<file path="config.mk">
export PLATFORM = sky130hd
export DESIGN_NAME = assertion_vector_monitor_unit
export DESIGN_NICKNAME = d
export VERILOG_FILES = /design/src/hw/rtl/avm_pkg.sv /design/src/hw/rtl/avm_csr.sv /design/src/hw/rtl/avm_eval.sv /design/src/hw/rtl/assertion_vector_monitor_unit.sv
export SDC_FILE = /design/constraint.sdc
export NUM_CORES = 1
export LEC_CHECK = 0
export BUFFER_PORTS_ARGS = -buffer_cell sky130_fd_sc_hd__clkbuf_2
export CAP_MARGIN = 20
export CORE_MARGIN = 2
export CORE_UTILIZATION = 51
export CTS_CLUSTER_SIZE = 20
export DETAILED_ROUTE_END_ITERATION = 6
export PLACE_DENSITY = 0.73
export SYNTH_ARGS = -nofsm -noshare
export SYNTH_HDL_FRONTEND = slang
export SYNTH_HIERARCHICAL = 1
export SYNTH_SLANG_ARGS = --single-unit
</file>
<file path="constraint.sdc">
create_clock -name clock -period 33.8 [get_ports clock]
set_clock_uncertainty 0.05 [all_clocks]
set_input_delay 6.76 -clock clock [delete_from_list [all_inputs] [get_ports clock]]
set_output_delay 6.76 -clock clock [all_outputs]
set_load 0.03 [all_outputs]
</file>
<file path="src/hw/rtl/avm_pkg.sv">
// Shared types and constants for the assertion vector monitor.
`default_nettype none

package avm_pkg;

   localparam int unsigned GROUP_COUNT = 8;
   localparam int unsigned ORBIT_REGS  = 4;
   localparam int unsigned ORBIT_W     = 18;
   localparam int unsigned STATE_OUT_W = 18;

   // layer group masks over the low state bits
   localparam logic [ORBIT_W-1:0] GROUP_MASK [GROUP_COUNT] = '{
      18'h00007, 18'h00038, 18'h001C0, 18'h00600,
      18'h01800, 18'h02000, 18'h04000, 18'h38000
   };

   // register indexes (byte address / 4)
   localparam logic [2:0] REG_ORBIT_COUNT = 3'd0;
   localparam logic [2:0] REG_ORBIT_ZERO  = 3'd1;
   localparam logic [2:0] REG_ORBIT_ONE   = 3'd2;
   localparam logic [2:0] REG_ORBIT_TWO   = 3'd3;
   localparam logic [2:0] REG_ORBIT_THREE = 3'd4;

   // phase codes
   localparam logic [2:0] PHASE_NONE      = 3'd0;
   localparam logic [2:0] PHASE_LOW       = 3'd1;
   localparam logic [2:0] PHASE_MID       = 3'd2;
   localparam logic [2:0] PHASE_HIGH      = 3'd3;
   localparam logic [2:0] PHASE_IMPROVING = 3'd4;

   localparam int unsigned PHASE_LOW_MAX = 3;
   localparam int unsigned PHASE_MID_MAX = 8;

   typedef struct packed {
      logic [2:0]                          orbit_count;
      logic [ORBIT_REGS-1:0][ORBIT_W-1:0]  orbit;
   } avm_cfg_type;

   // per-beat evaluation results, field widths as delivered
   typedef struct packed {
      logic [17:0]        masked_state;
      logic [4:0]         sigma;
      logic [2:0]         worst_grp;
      logic [1:0]         fracture;
      logic [4:0]         orbit_distance;
      logic [1:0]         orbit_index;
      logic [2:0]         phase;
      logic signed [5:0]  lagrangian_scaled;
      logic [17:0]        recovered_state;
   } avm_eval_type;

endpackage

`default_nettype wire

</file>
<file path="src/hw/rtl/avm_csr.sv">
// Configuration register file: orbit count and four reference orbits.
`default_nettype none

module avm_csr (
   input  wire logic               clock,
   input  wire logic               reset,
   input  wire logic               csr_psel,
   input  wire logic               csr_penable,
   input  wire logic               csr_pwrite,
   input  wire logic [4:0]         csr_paddr,
   input  wire logic [31:0]        csr_pwdata,
   output logic      [31:0]        csr_prdata,
   output logic                    csr_pready,
   output avm_pkg::avm_cfg_type    cfg_o
);
   import avm_pkg::*;

   logic [2:0]         count_ff;
   logic [ORBIT_W-1:0] orbit_ff [ORBIT_REGS];
   logic [2:0]         index;
   logic               wr_en;

   assign csr_pready = 1'b1;
   assign index      = csr_paddr[4:2];
   assign wr_en      = csr_psel & csr_penable & csr_pwrite & csr_pready;

   always_ff @(posedge clock) begin
      if (reset) begin
         count_ff <= 3'd1;
         for (int i = 0; i < ORBIT_REGS; i++) orbit_ff[i] <= '0;
      end else if (wr_en) begin
         case (index)
            REG_ORBIT_COUNT: count_ff    <= csr_pwdata[2:0];
            REG_ORBIT_ZERO:  orbit_ff[0] <= csr_pwdata[ORBIT_W-1:0];
            REG_ORBIT_ONE:   orbit_ff[1] <= csr_pwdata[ORBIT_W-1:0];
            REG_ORBIT_TWO:   orbit_ff[2] <= csr_pwdata[ORBIT_W-1:0];
            REG_ORBIT_THREE: orbit_ff[3] <= csr_pwdata[ORBIT_W-1:0];
            default: ;  // unmapped, dropped
         endcase
      end
   end

   always_comb begin
      case (index)
         REG_ORBIT_COUNT: csr_prdata = {29'd0, count_ff};
         REG_ORBIT_ZERO:  csr_prdata = {14'd0, orbit_ff[0]};
         REG_ORBIT_ONE:   csr_prdata = {14'd0, orbit_ff[1]};
         REG_ORBIT_TWO:   csr_prdata = {14'd0, orbit_ff[2]};
         REG_ORBIT_THREE: csr_prdata = {14'd0, orbit_ff[3]};
         default:         csr_prdata = '0;
      endcase
   end

   always_comb begin
      cfg_o.orbit_count = count_ff;
      for (int i = 0; i < ORBIT_REGS; i++) cfg_o.orbit[i] = orbit_ff[i];
   end

endmodule

`default_nettype wire

</file>
<file path="src/hw/rtl/avm_eval.sv">
// Single-pass evaluation: popcounts, layer stats, orbit search, phase, lagrangian.
`default_nettype none

module avm_eval #(
   parameter int unsigned ASSERTION_WIDTH = 18,
   parameter int unsigned ORBIT_SLOTS     = 4,
   parameter int unsigned SIG_W           = $clog2(ASSERTION_WIDTH + 1),
   parameter int unsigned LAG_W           = SIG_W + 2
) (
   input  wire logic [31:0]              raw_bits,
   input  wire avm_pkg::avm_cfg_type     cfg_i,
   input  wire logic [SIG_W-1:0]         sigma_hold,
   input  wire logic [2:0]               worst_hold,
   output avm_pkg::avm_eval_type         eval_o,
   output logic [SIG_W-1:0]              sigma_full,
   output logic signed [LAG_W-1:0]       lag_full,
   output logic [2:0]                    worst_next
);
   import avm_pkg::*;

   localparam int unsigned W      = ASSERTION_WIDTH;
   localparam int unsigned DIST_W = $clog2(W + 2);
   localparam int unsigned N_CMP  = (ORBIT_SLOTS < ORBIT_REGS) ? ORBIT_SLOTS : ORBIT_REGS;

   logic [W-1:0]       state;
   logic [1:0]         grp_cnt [GROUP_COUNT];
   logic [1:0]         max_c, min_c;
   logic [DIST_W-1:0]  orb_dist [N_CMP];
   logic [DIST_W-1:0]  best_dist;
   logic [1:0]         best_idx;
   logic [2:0]         limit;
   logic [W-1:0]       diff, low_bit, recovered;
   logic [2:0]         phase;

   assign state = raw_bits[W-1:0];

   // total set bits
   always_comb begin
      sigma_full = '0;
      for (int b = 0; b < W; b++) sigma_full = sigma_full + SIG_W'(state[b]);
   end

   // layer groups: first strict max wins, empty vector keeps the held layer
   always_comb begin
      for (int g = 0; g < GROUP_COUNT; g++) begin
         grp_cnt[g] = '0;
         for (int b = 0; b < ORBIT_W; b++)
            grp_cnt[g] = grp_cnt[g] + 2'(state[b] & GROUP_MASK[g][b]);
      end
      max_c      = '0;
      min_c      = grp_cnt[0];
      worst_next = worst_hold;
      for (int g = 0; g < GROUP_COUNT; g++) begin
         if (grp_cnt[g] > max_c) begin
            max_c      = grp_cnt[g];
            worst_next = 3'(g);
         end
         if (grp_cnt[g] < min_c) min_c = grp_cnt[g];
      end
   end

   // orbit search, count clamped to 1..N_CMP
   always_comb begin
      if (cfg_i.orbit_count == 3'd0)                 limit = 3'd1;
      else if (cfg_i.orbit_count > 3'(N_CMP))        limit = 3'(N_CMP);
      else                                           limit = cfg_i.orbit_count;
      for (int i = 0; i < N_CMP; i++) begin
         orb_dist[i] = '0;
         for (int b = 0; b < W; b++) begin
            if (b < ORBIT_W)
               orb_dist[i] = orb_dist[i] + DIST_W'(state[b] ^ cfg_i.orbit[i][b]);
            else
               orb_dist[i] = orb_dist[i] + DIST_W'(state[b]);
         end
      end
      best_dist = DIST_W'(W + 1);
      best_idx  = '0;
      for (int i = 0; i < N_CMP; i++) begin
         if ((3'(i) < limit) && (orb_dist[i] < best_dist)) begin
            best_dist = orb_dist[i];
            best_idx  = 2'(i);
         end
      end
   end

   // flip lowest bit differing from the nearest orbit
   assign diff      = state ^ W'(cfg_i.orbit[best_idx]);
   assign low_bit   = diff & (~diff + W'(1));
   assign recovered = state ^ low_bit;

   always_comb begin
      if (sigma_full == '0)                       phase = PHASE_NONE;
      else if (sigma_full <= SIG_W'(PHASE_LOW_MAX)) phase = PHASE_LOW;
      else if (sigma_full <= SIG_W'(PHASE_MID_MAX)) phase = PHASE_MID;
      else                                        phase = PHASE_HIGH;
      if (sigma_full < sigma_hold)                phase = PHASE_IMPROVING;
   end

   assign lag_full = $signed(LAG_W'(W)) - $signed({1'b0, sigma_full, 1'b0});

   always_comb begin
      eval_o.masked_state      = state[STATE_OUT_W-1:0];
      eval_o.sigma             = sigma_full[4:0];
      eval_o.worst_grp         = worst_next;
      eval_o.fracture          = max_c - min_c;
      eval_o.orbit_distance    = best_dist[4:0];
      eval_o.orbit_index       = best_idx;
      eval_o.phase             = phase;
      eval_o.lagrangian_scaled = lag_full[5:0];
      eval_o.recovered_state   = recovered[STATE_OUT_W-1:0];
   end

endmodule

`default_nettype wire

</file>
<file path="src/hw/rtl/assertion_vector_monitor_unit.sv">
// Top level of the assertion vector monitor: beat pipeline, running state, CSRs.
`default_nettype none

// Channel   Dir  Width  Contents
// req_*     in   32     assertion_bits
// rsp_*     out  128    masked_state .. step_count, packed low to high
// csr_*     in   5/32   APB registers: orbit_count, orbit_zero..orbit_three
//
// Two register stages: an input register, one pass of evaluation logic, then
// the result register. One beat per cycle unless a held result stalls the
// pipe; a beat is captured in the input register, and rsp_tvalid rises when
// it moves on into the result register. A held result stalls the input
// register only once it is full, so the input side keeps taking beats while
// a result waits. The running state (previous sigma, worst layer, action sum,
// step count) updates as a beat moves into the result register. Reset clears
// all control and state; registers come back at orbit_count 1, orbits 0.

module assertion_vector_monitor_unit #(
   parameter int unsigned ASSERTION_WIDTH = 18,
   parameter int unsigned ORBIT_SLOTS     = 4
) (
   input  wire logic          clock,
   input  wire logic          reset,
   input  wire logic          req_tvalid,
   output logic               req_tready,
   input  wire logic [31:0]   req_tdata,   // [31:0] assertion_bits
   output logic               rsp_tvalid,
   input  wire logic          rsp_tready,
   // [17:0] masked_state, [22:18] sigma, [25:23] worst_grp, [27:26] fracture,
   // [32:28] orbit_distance, [34:33] orbit_index, [37:35] phase,
   // [43:38] lagrangian_scaled, [75:44] action_sum, [93:76] recovered_state,
   // [125:94] step_count, [127:126] zero
   output logic [127:0]       rsp_tdata,
   input  wire logic          csr_psel,
   input  wire logic          csr_penable,
   input  wire logic          csr_pwrite,
   input  wire logic [4:0]    csr_paddr,
   input  wire logic [31:0]   csr_pwdata,
   output logic [31:0]        csr_prdata,
   output logic               csr_pready
);
   import avm_pkg::*;

   localparam int unsigned SIG_W = $clog2(ASSERTION_WIDTH + 1);
   localparam int unsigned LAG_W = SIG_W + 2;

   avm_cfg_type              cfg;
   avm_eval_type             eval;
   logic [SIG_W-1:0]         sigma_full;
   logic signed [LAG_W-1:0]  lag_full;
   logic [2:0]               worst_next;

   logic                     in_valid_ff, in_valid_in;
   logic [31:0]              in_data_ff;
   logic                     out_valid_ff, out_valid_in;
   logic [127:0]             out_data_ff, out_data_in;

   logic [SIG_W-1:0]         sigma_hold_ff;
   logic [2:0]               worst_ff;
   logic signed [31:0]       acc_ff, acc_in;
   logic [31:0]              step_ff, step_in;

   logic                     advance;
   logic                     take_in;
   logic signed [32:0]       sum_wide;

   avm_csr u_csr (
      .clock       (clock),
      .reset       (reset),
      .csr_psel    (csr_psel),
      .csr_penable (csr_penable),
      .csr_pwrite  (csr_pwrite),
      .csr_paddr   (csr_paddr),
      .csr_pwdata  (csr_pwdata),
      .csr_prdata  (csr_prdata),
      .csr_pready  (csr_pready),
      .cfg_o       (cfg)
   );

   avm_eval #(
      .ASSERTION_WIDTH (ASSERTION_WIDTH),
      .ORBIT_SLOTS     (ORBIT_SLOTS),
      .SIG_W           (SIG_W),
      .LAG_W           (LAG_W)
   ) u_eval (
      .raw_bits   (in_data_ff),
      .cfg_i      (cfg),
      .sigma_hold (sigma_hold_ff),
      .worst_hold (worst_ff),
      .eval_o     (eval),
      .sigma_full (sigma_full),
      .lag_full   (lag_full),
      .worst_next (worst_next)
   );

   // handshake: result slot frees when empty or being taken
   assign advance    = in_valid_ff & (~out_valid_ff | rsp_tready);
   assign req_tready = ~in_valid_ff | advance;
   assign take_in    = req_tvalid & req_tready;
   assign rsp_tvalid = out_valid_ff;
   assign rsp_tdata  = out_data_ff;

   assign in_valid_in  = take_in | (in_valid_ff & ~advance);
   assign out_valid_in = advance | (out_valid_ff & ~rsp_tready);

   // saturating accumulate into 32-bit signed
   assign sum_wide = {acc_ff[31], acc_ff} + {{(33 - LAG_W){lag_full[LAG_W-1]}}, lag_full};
   always_comb begin
      if (sum_wide[32] != sum_wide[31])
         acc_in = sum_wide[32] ? 32'sh8000_0000 : 32'sh7FFF_FFFF;
      else
         acc_in = sum_wide[31:0];
   end

   assign step_in = step_ff + 32'd1;

   assign out_data_in = {2'b00, step_in, eval.recovered_state, acc_in,
                         eval.lagrangian_scaled, eval.phase, eval.orbit_index,
                         eval.orbit_distance, eval.fracture, eval.worst_grp,
                         eval.sigma, eval.masked_state};

   always_ff @(posedge clock) begin
      if (reset) begin
         in_valid_ff   <= 1'b0;
         out_valid_ff  <= 1'b0;
         sigma_hold_ff <= '0;
         worst_ff      <= '0;
         acc_ff        <= '0;
         step_ff       <= '0;
      end else begin
         in_valid_ff  <= in_valid_in;
         out_valid_ff <= out_valid_in;
         if (advance) begin
            sigma_hold_ff <= sigma_full;
            worst_ff      <= worst_next;
            acc_ff        <= acc_in;
            step_ff       <= step_in;
         end
      end
   end

   // payload registers
   always_ff @(posedge clock) begin
      if (take_in) in_data_ff  <= req_tdata;
      if (advance) out_data_ff <= out_data_in;
   end

`ifndef ASSERT_OFF
   // each beat moving to the result slot bumps the step count by exactly one
   a_step_inc: assert property (@(posedge clock) disable iff (reset)
      advance |=> (step_ff == $past(step_ff) + 32'd1))
      else $error("step counter did not advance with the beat");

   // a full pipe with a stalled output must not take a new beat
   a_full_stall: assert property (@(posedge clock) disable iff (reset)
      (in_valid_ff && out_valid_ff && !rsp_tready) |-> !req_tready)
      else $error("input accepted while both stages full");

   // the held result carries the current step count and action sum
   a_step_match: assert property (@(posedge clock) disable iff (reset)
      out_valid_ff |-> (rsp_tdata[125:94] == step_ff))
      else $error("result step_count out of sync with counter");

   a_sum_match: assert property (@(posedge clock) disable iff (reset)
      out_valid_ff |-> (rsp_tdata[75:44] == acc_ff))
      else $error("result action_sum out of sync with accumulator");
`endif

endmodule

`default_nettype wire
</file>
After elaboration in Yosys (flattened, before gate mapping). Memories as Yosys holds them, arrays and structs flattened. Cells that the tools add are included.

Memory bits (writable): 72. Flip-flop bits (word level): 221. Memories kept: 1. Logic and storage cells: 311. Output and inout port bits: 163. Bits of input ports: 76.

Reductions and logical operators: 10. Equal/unequal tests: 5. Mux-type cells: 61. Bitwise operators: 94. Magnitude comparators: 28. $add $sub $neg: 100.

Memories: u_csr.orbit_ff (words 4, bits a word 18, rd ports 4, clocked after Yosys merged registers in 0, write ports 4, RTL line avm_csr.sv:19) `logic [ORBIT_W-1:0] orbit_ff [ORBIT_REGS];`.

Operator list (number): adder 5 x 1 -> 5 bit (55); adder 5 bit (20); two-way mux 18 bit (5); case mux 18 bit (5 select lines) (1); bitwise XOR 1 bit (72); two-way mux 32 bit (2); binary-select mux 18 bit (select 2 bit) (1); two-way mux 2 bit (18); bitwise XOR 18 bit (2); adder 32 x 7 -> 33 bit (1); adder 32 x 1 -> 32 bit, second input constant (1); two-way mux 3 bit (10); < comparator 5 bit (4); two-way mux 1 bit (20); two-way mux 5 bit (4); adder 1 x 1 -> 2 bit (9); adder 18 x 1 -> 18 bit, second input constant (1); bitwise AND 18 bit (1); inverter 18 bit (1); adder 4 x 1 -> 5 bit (2); > comparator 2 bit (5); < comparator 2 bit (5); adder 2 x 1 -> 3 bit (3); adder 2 x 1 -> 2 bit (4); 26 further kinds (51).

Logic depth before layout (Yosys ltp). An unclocked memory read counts as a cell.

Depth in word-level cells: 38. Depth in mapped cells: 48. Gate-level depth less buffers: 45.

By module. The synthesis kept the hierarchy.

Modules (own cells, without submodules): assertion_vector_monitor_unit (seq. area each 6226.0 um2, instances 1, area an instance 10344.9 um2, cells each 909); avm_eval (seq. area each 0.0 um2, instances 1, area an instance 6008.3 um2, cells each 700); avm_csr (seq. area each 2222.1 um2, instances 1, area an instance 3606.0 um2, cells each 284).

Worst setup path before layout. No wires, ideal clock.

Path kind: input port to output port. From: input csr_paddr[3]. To: output csr_prdata[12]. Stages: 5. Buffers on the path: 3. Setup slack: 18.928 ns. Required time: 26.990 ns. Arrival: 8.062 ns. Cell sequence: buf_2 -> buf_2 -> clkbuf_1 -> nand2_1 -> o221ai_1.

Longest elaborated chain between the ends: 2. Elaborated cells between the ends (all ways): 6. Classes of those cells: eq/ne: 4; mux: 1; reduce/logical: 1.

Ends and longest elaborated chain: start: declaration (RTL line assertion_vector_monitor_unit.sv:37) `input wire logic [4:0] csr_paddr,`; == test 3 bit, or another cell as far along (RTL line avm_csr.sv:44) `case (index)`; case mux 18 bit (5 select lines) (*) (RTL line avm_csr.sv:44); end: declaration (RTL line assertion_vector_monitor_unit.sv:39) `output logic [31:0] csr_prdata,`.

Every way passes the cells marked *; elsewhere a longest branch is shown, timed or not.

Worst setup path in the final report.
From: input csr_paddr[3]. To: output csr_prdata[5].

The elaborated chain is that of the path after synthesis.

==> results_dict.tcl <==
set metrics [dict create \
    run_status "finished clean" \
    rr_endpoint "rsp_tdata[93]" \
    dr.first_iter.drc_count 1050 \
    multi_input_comb_area_um2 10500 \
    num_antenna_cells 0 \
    grt_overflow 0 \
    drive_above_1_share 0.169 \
    end_kind "primary output" \
    area_delta_synth_final_pct 11.5 \
    hp-class "reg2reg" \
    top_usage_layer "met2" \
    path_clk_slew_ps 60 \
    die_w_um 200 \
    first_pass_iters 5 \
    num_rows 71 \
    seq_area_um2 8030 \
    dp_hpwl_mm 37.4 \
    die_height_um 200 \
    startpoint_type "input port" \
    crit_fanout 44 \
    cts_tree "built" \
    relSlewSlack 0.229 \
    yosysWarnings 6 \
    cp_data_arrival_time_ps 8450 \
    final.min_clock_period_ps 15260 \
    whs_path_depth 2 \
    core-area_um2 37700 \
    layout.nets 2262 \
    grt_use_met3 0.0637 \
    cts_hold_buf 0 \
    syn-cell-area_um2 19500 \
    io_pins 239 \
    antenna_found_initial 0 \
    place_congestion 0.952 \
    grt_use_met2 0.367 \
    wirelength_mm 49.6 \
    grt_first_pass_wirelength_mm 76.1 \
    slew_viol_final 0 \
    fmax_ghz 0.0655 \
    avgRoutedWirePerCell_um 19.5 \
    clock-sinks 293 \
    drv_cap 0 \
    tns_ps 0 \
    root_buffer "clkbuf_16" \
    critPathRequiredTime_ps 26990 \
    numCtsBuffers 34 \
    vias_per_cell 5.67 \
    cts_max_path_buffers 3 \
    rsz0062_at_grt "no" \
    drtAntennaViolNets 0 \
    clk_latency_ps 550 \
    setup-violations-final 0 \
    post_cts_buffers 0 \
    postSynthAreaPerCell_um2 10.4 \
    fin_crit_sh 0.452 \
    r2r_start "in_data_ff[1]" \
    use_met1 0.362 \
    critical_path_class "in2out" \
    start_util 0.519 \
    fin_cells 2541 \
    r2r_slack_ps 19080 \
    grt_usage 0.249 \
    hp-start "sigma_hold_ff[1]" \
    utilization 0.578 \
    min_to "sigma_hold_ff[1]" \
    vias 14400 \
    grt_start_max_net_pins 81 \
    syn_inst 1879 \
    dp.cells 2478 \
    tightest_slew_ps 1150 \
    hold_viol 0 \
    dieArea_um2 39900 \
    numPortBuffers 191 \
    rr_worst_depth 40 \
    nFillCells 3284 \
    cts_resized 0 \
    first_global_vias 13700 \
    drc 0 \
    h-tree-depth 2 \
]
==> metrics by stage <==
stage                     worst slack [ps]  hold WS (ps)  instance area (µm²)
after CTS                            18550           409                21700
after global routing                 18400           430                21800
after global placement               18600           393                20600
after detailed placement             18550           401                20600
final                                18540           407                21800
after floorplan                      18930           382                19600
==> how the worst max path moves through the flow <==
stage / start / endpoint / slack (ps) / cells past startpoint
floorplan: csr_paddr[3] / csr_prdata[12] / 18930 / 5
global placement: csr_paddr[3] / csr_prdata[11] / 18600 / 6
detailed placement: csr_paddr[3] / csr_prdata[8] / 18550 / 6
CTS: csr_paddr[3] / csr_prdata[5] / 18550 / 6
global route: in_data_ff[0] / rsp_tdata[93] / 18400 / 40
finish: csr_paddr[3] / csr_prdata[5] / 18540 / 6
==> registers in the layout, summed over array words and instances (netlist names) <==
| name | cells |
|---|---|
| rsp_tvalid | 1 |
| in_valid_ff | 1 |
| rsp_tdata | 126 |
| acc_ff | 32 |
| step_ff | 32 |
| u_csr/orbit_ff | 72 |
| sigma_hold_ff | 5 |
| in_data_ff | 18 |
| u_csr/count_ff | 3 |
| worst_ff | 3 |
==> routing by layer <==
layer / up-vias / share of wire / wire, µm
li1: 6822 / - / -
met1: 6926 / 0.45 / 22300
met2: 596 / 0.43 / 21200
met3: 72 / 0.098 / 4840
met4: 0 / 0.026 / 1310
met5: - / 0 / 0
==> worst max-delay path: stages <==
cell and delay (ps):
clkbuf_2 80, buf_4 300, nor3b_4 720, nand2_1 130, o221ai_1 170, clkbuf_2 280
==> final cells by class <==
type / instances / share of cell area
timing repair buffer: 213 / 0.0527
clock inverter: 19 / 0.0106
tap: 511 / 0.0294
multi-input combinational: 1373 / 0.482
clock buffer: 42 / 0.0414
sequential: 293 / 0.369
inverter: 90 / 0.0157
==> cell usage in the layout, fill, tap and decap left out, types with 77 or more instances in the layout <==
cell type	n
nand2_1	182
and2_1	80
edfxtp_1	216
dfxtp_1	77
nor2_1	125
clkbuf_2	190
xor2_1	115
inv_1	88
ha_1	116
a21oi_1	90
Power is left out: the tool's default activity adds up to more than one toggle a clock period on the data nets, which glitch-free logic cannot reach.
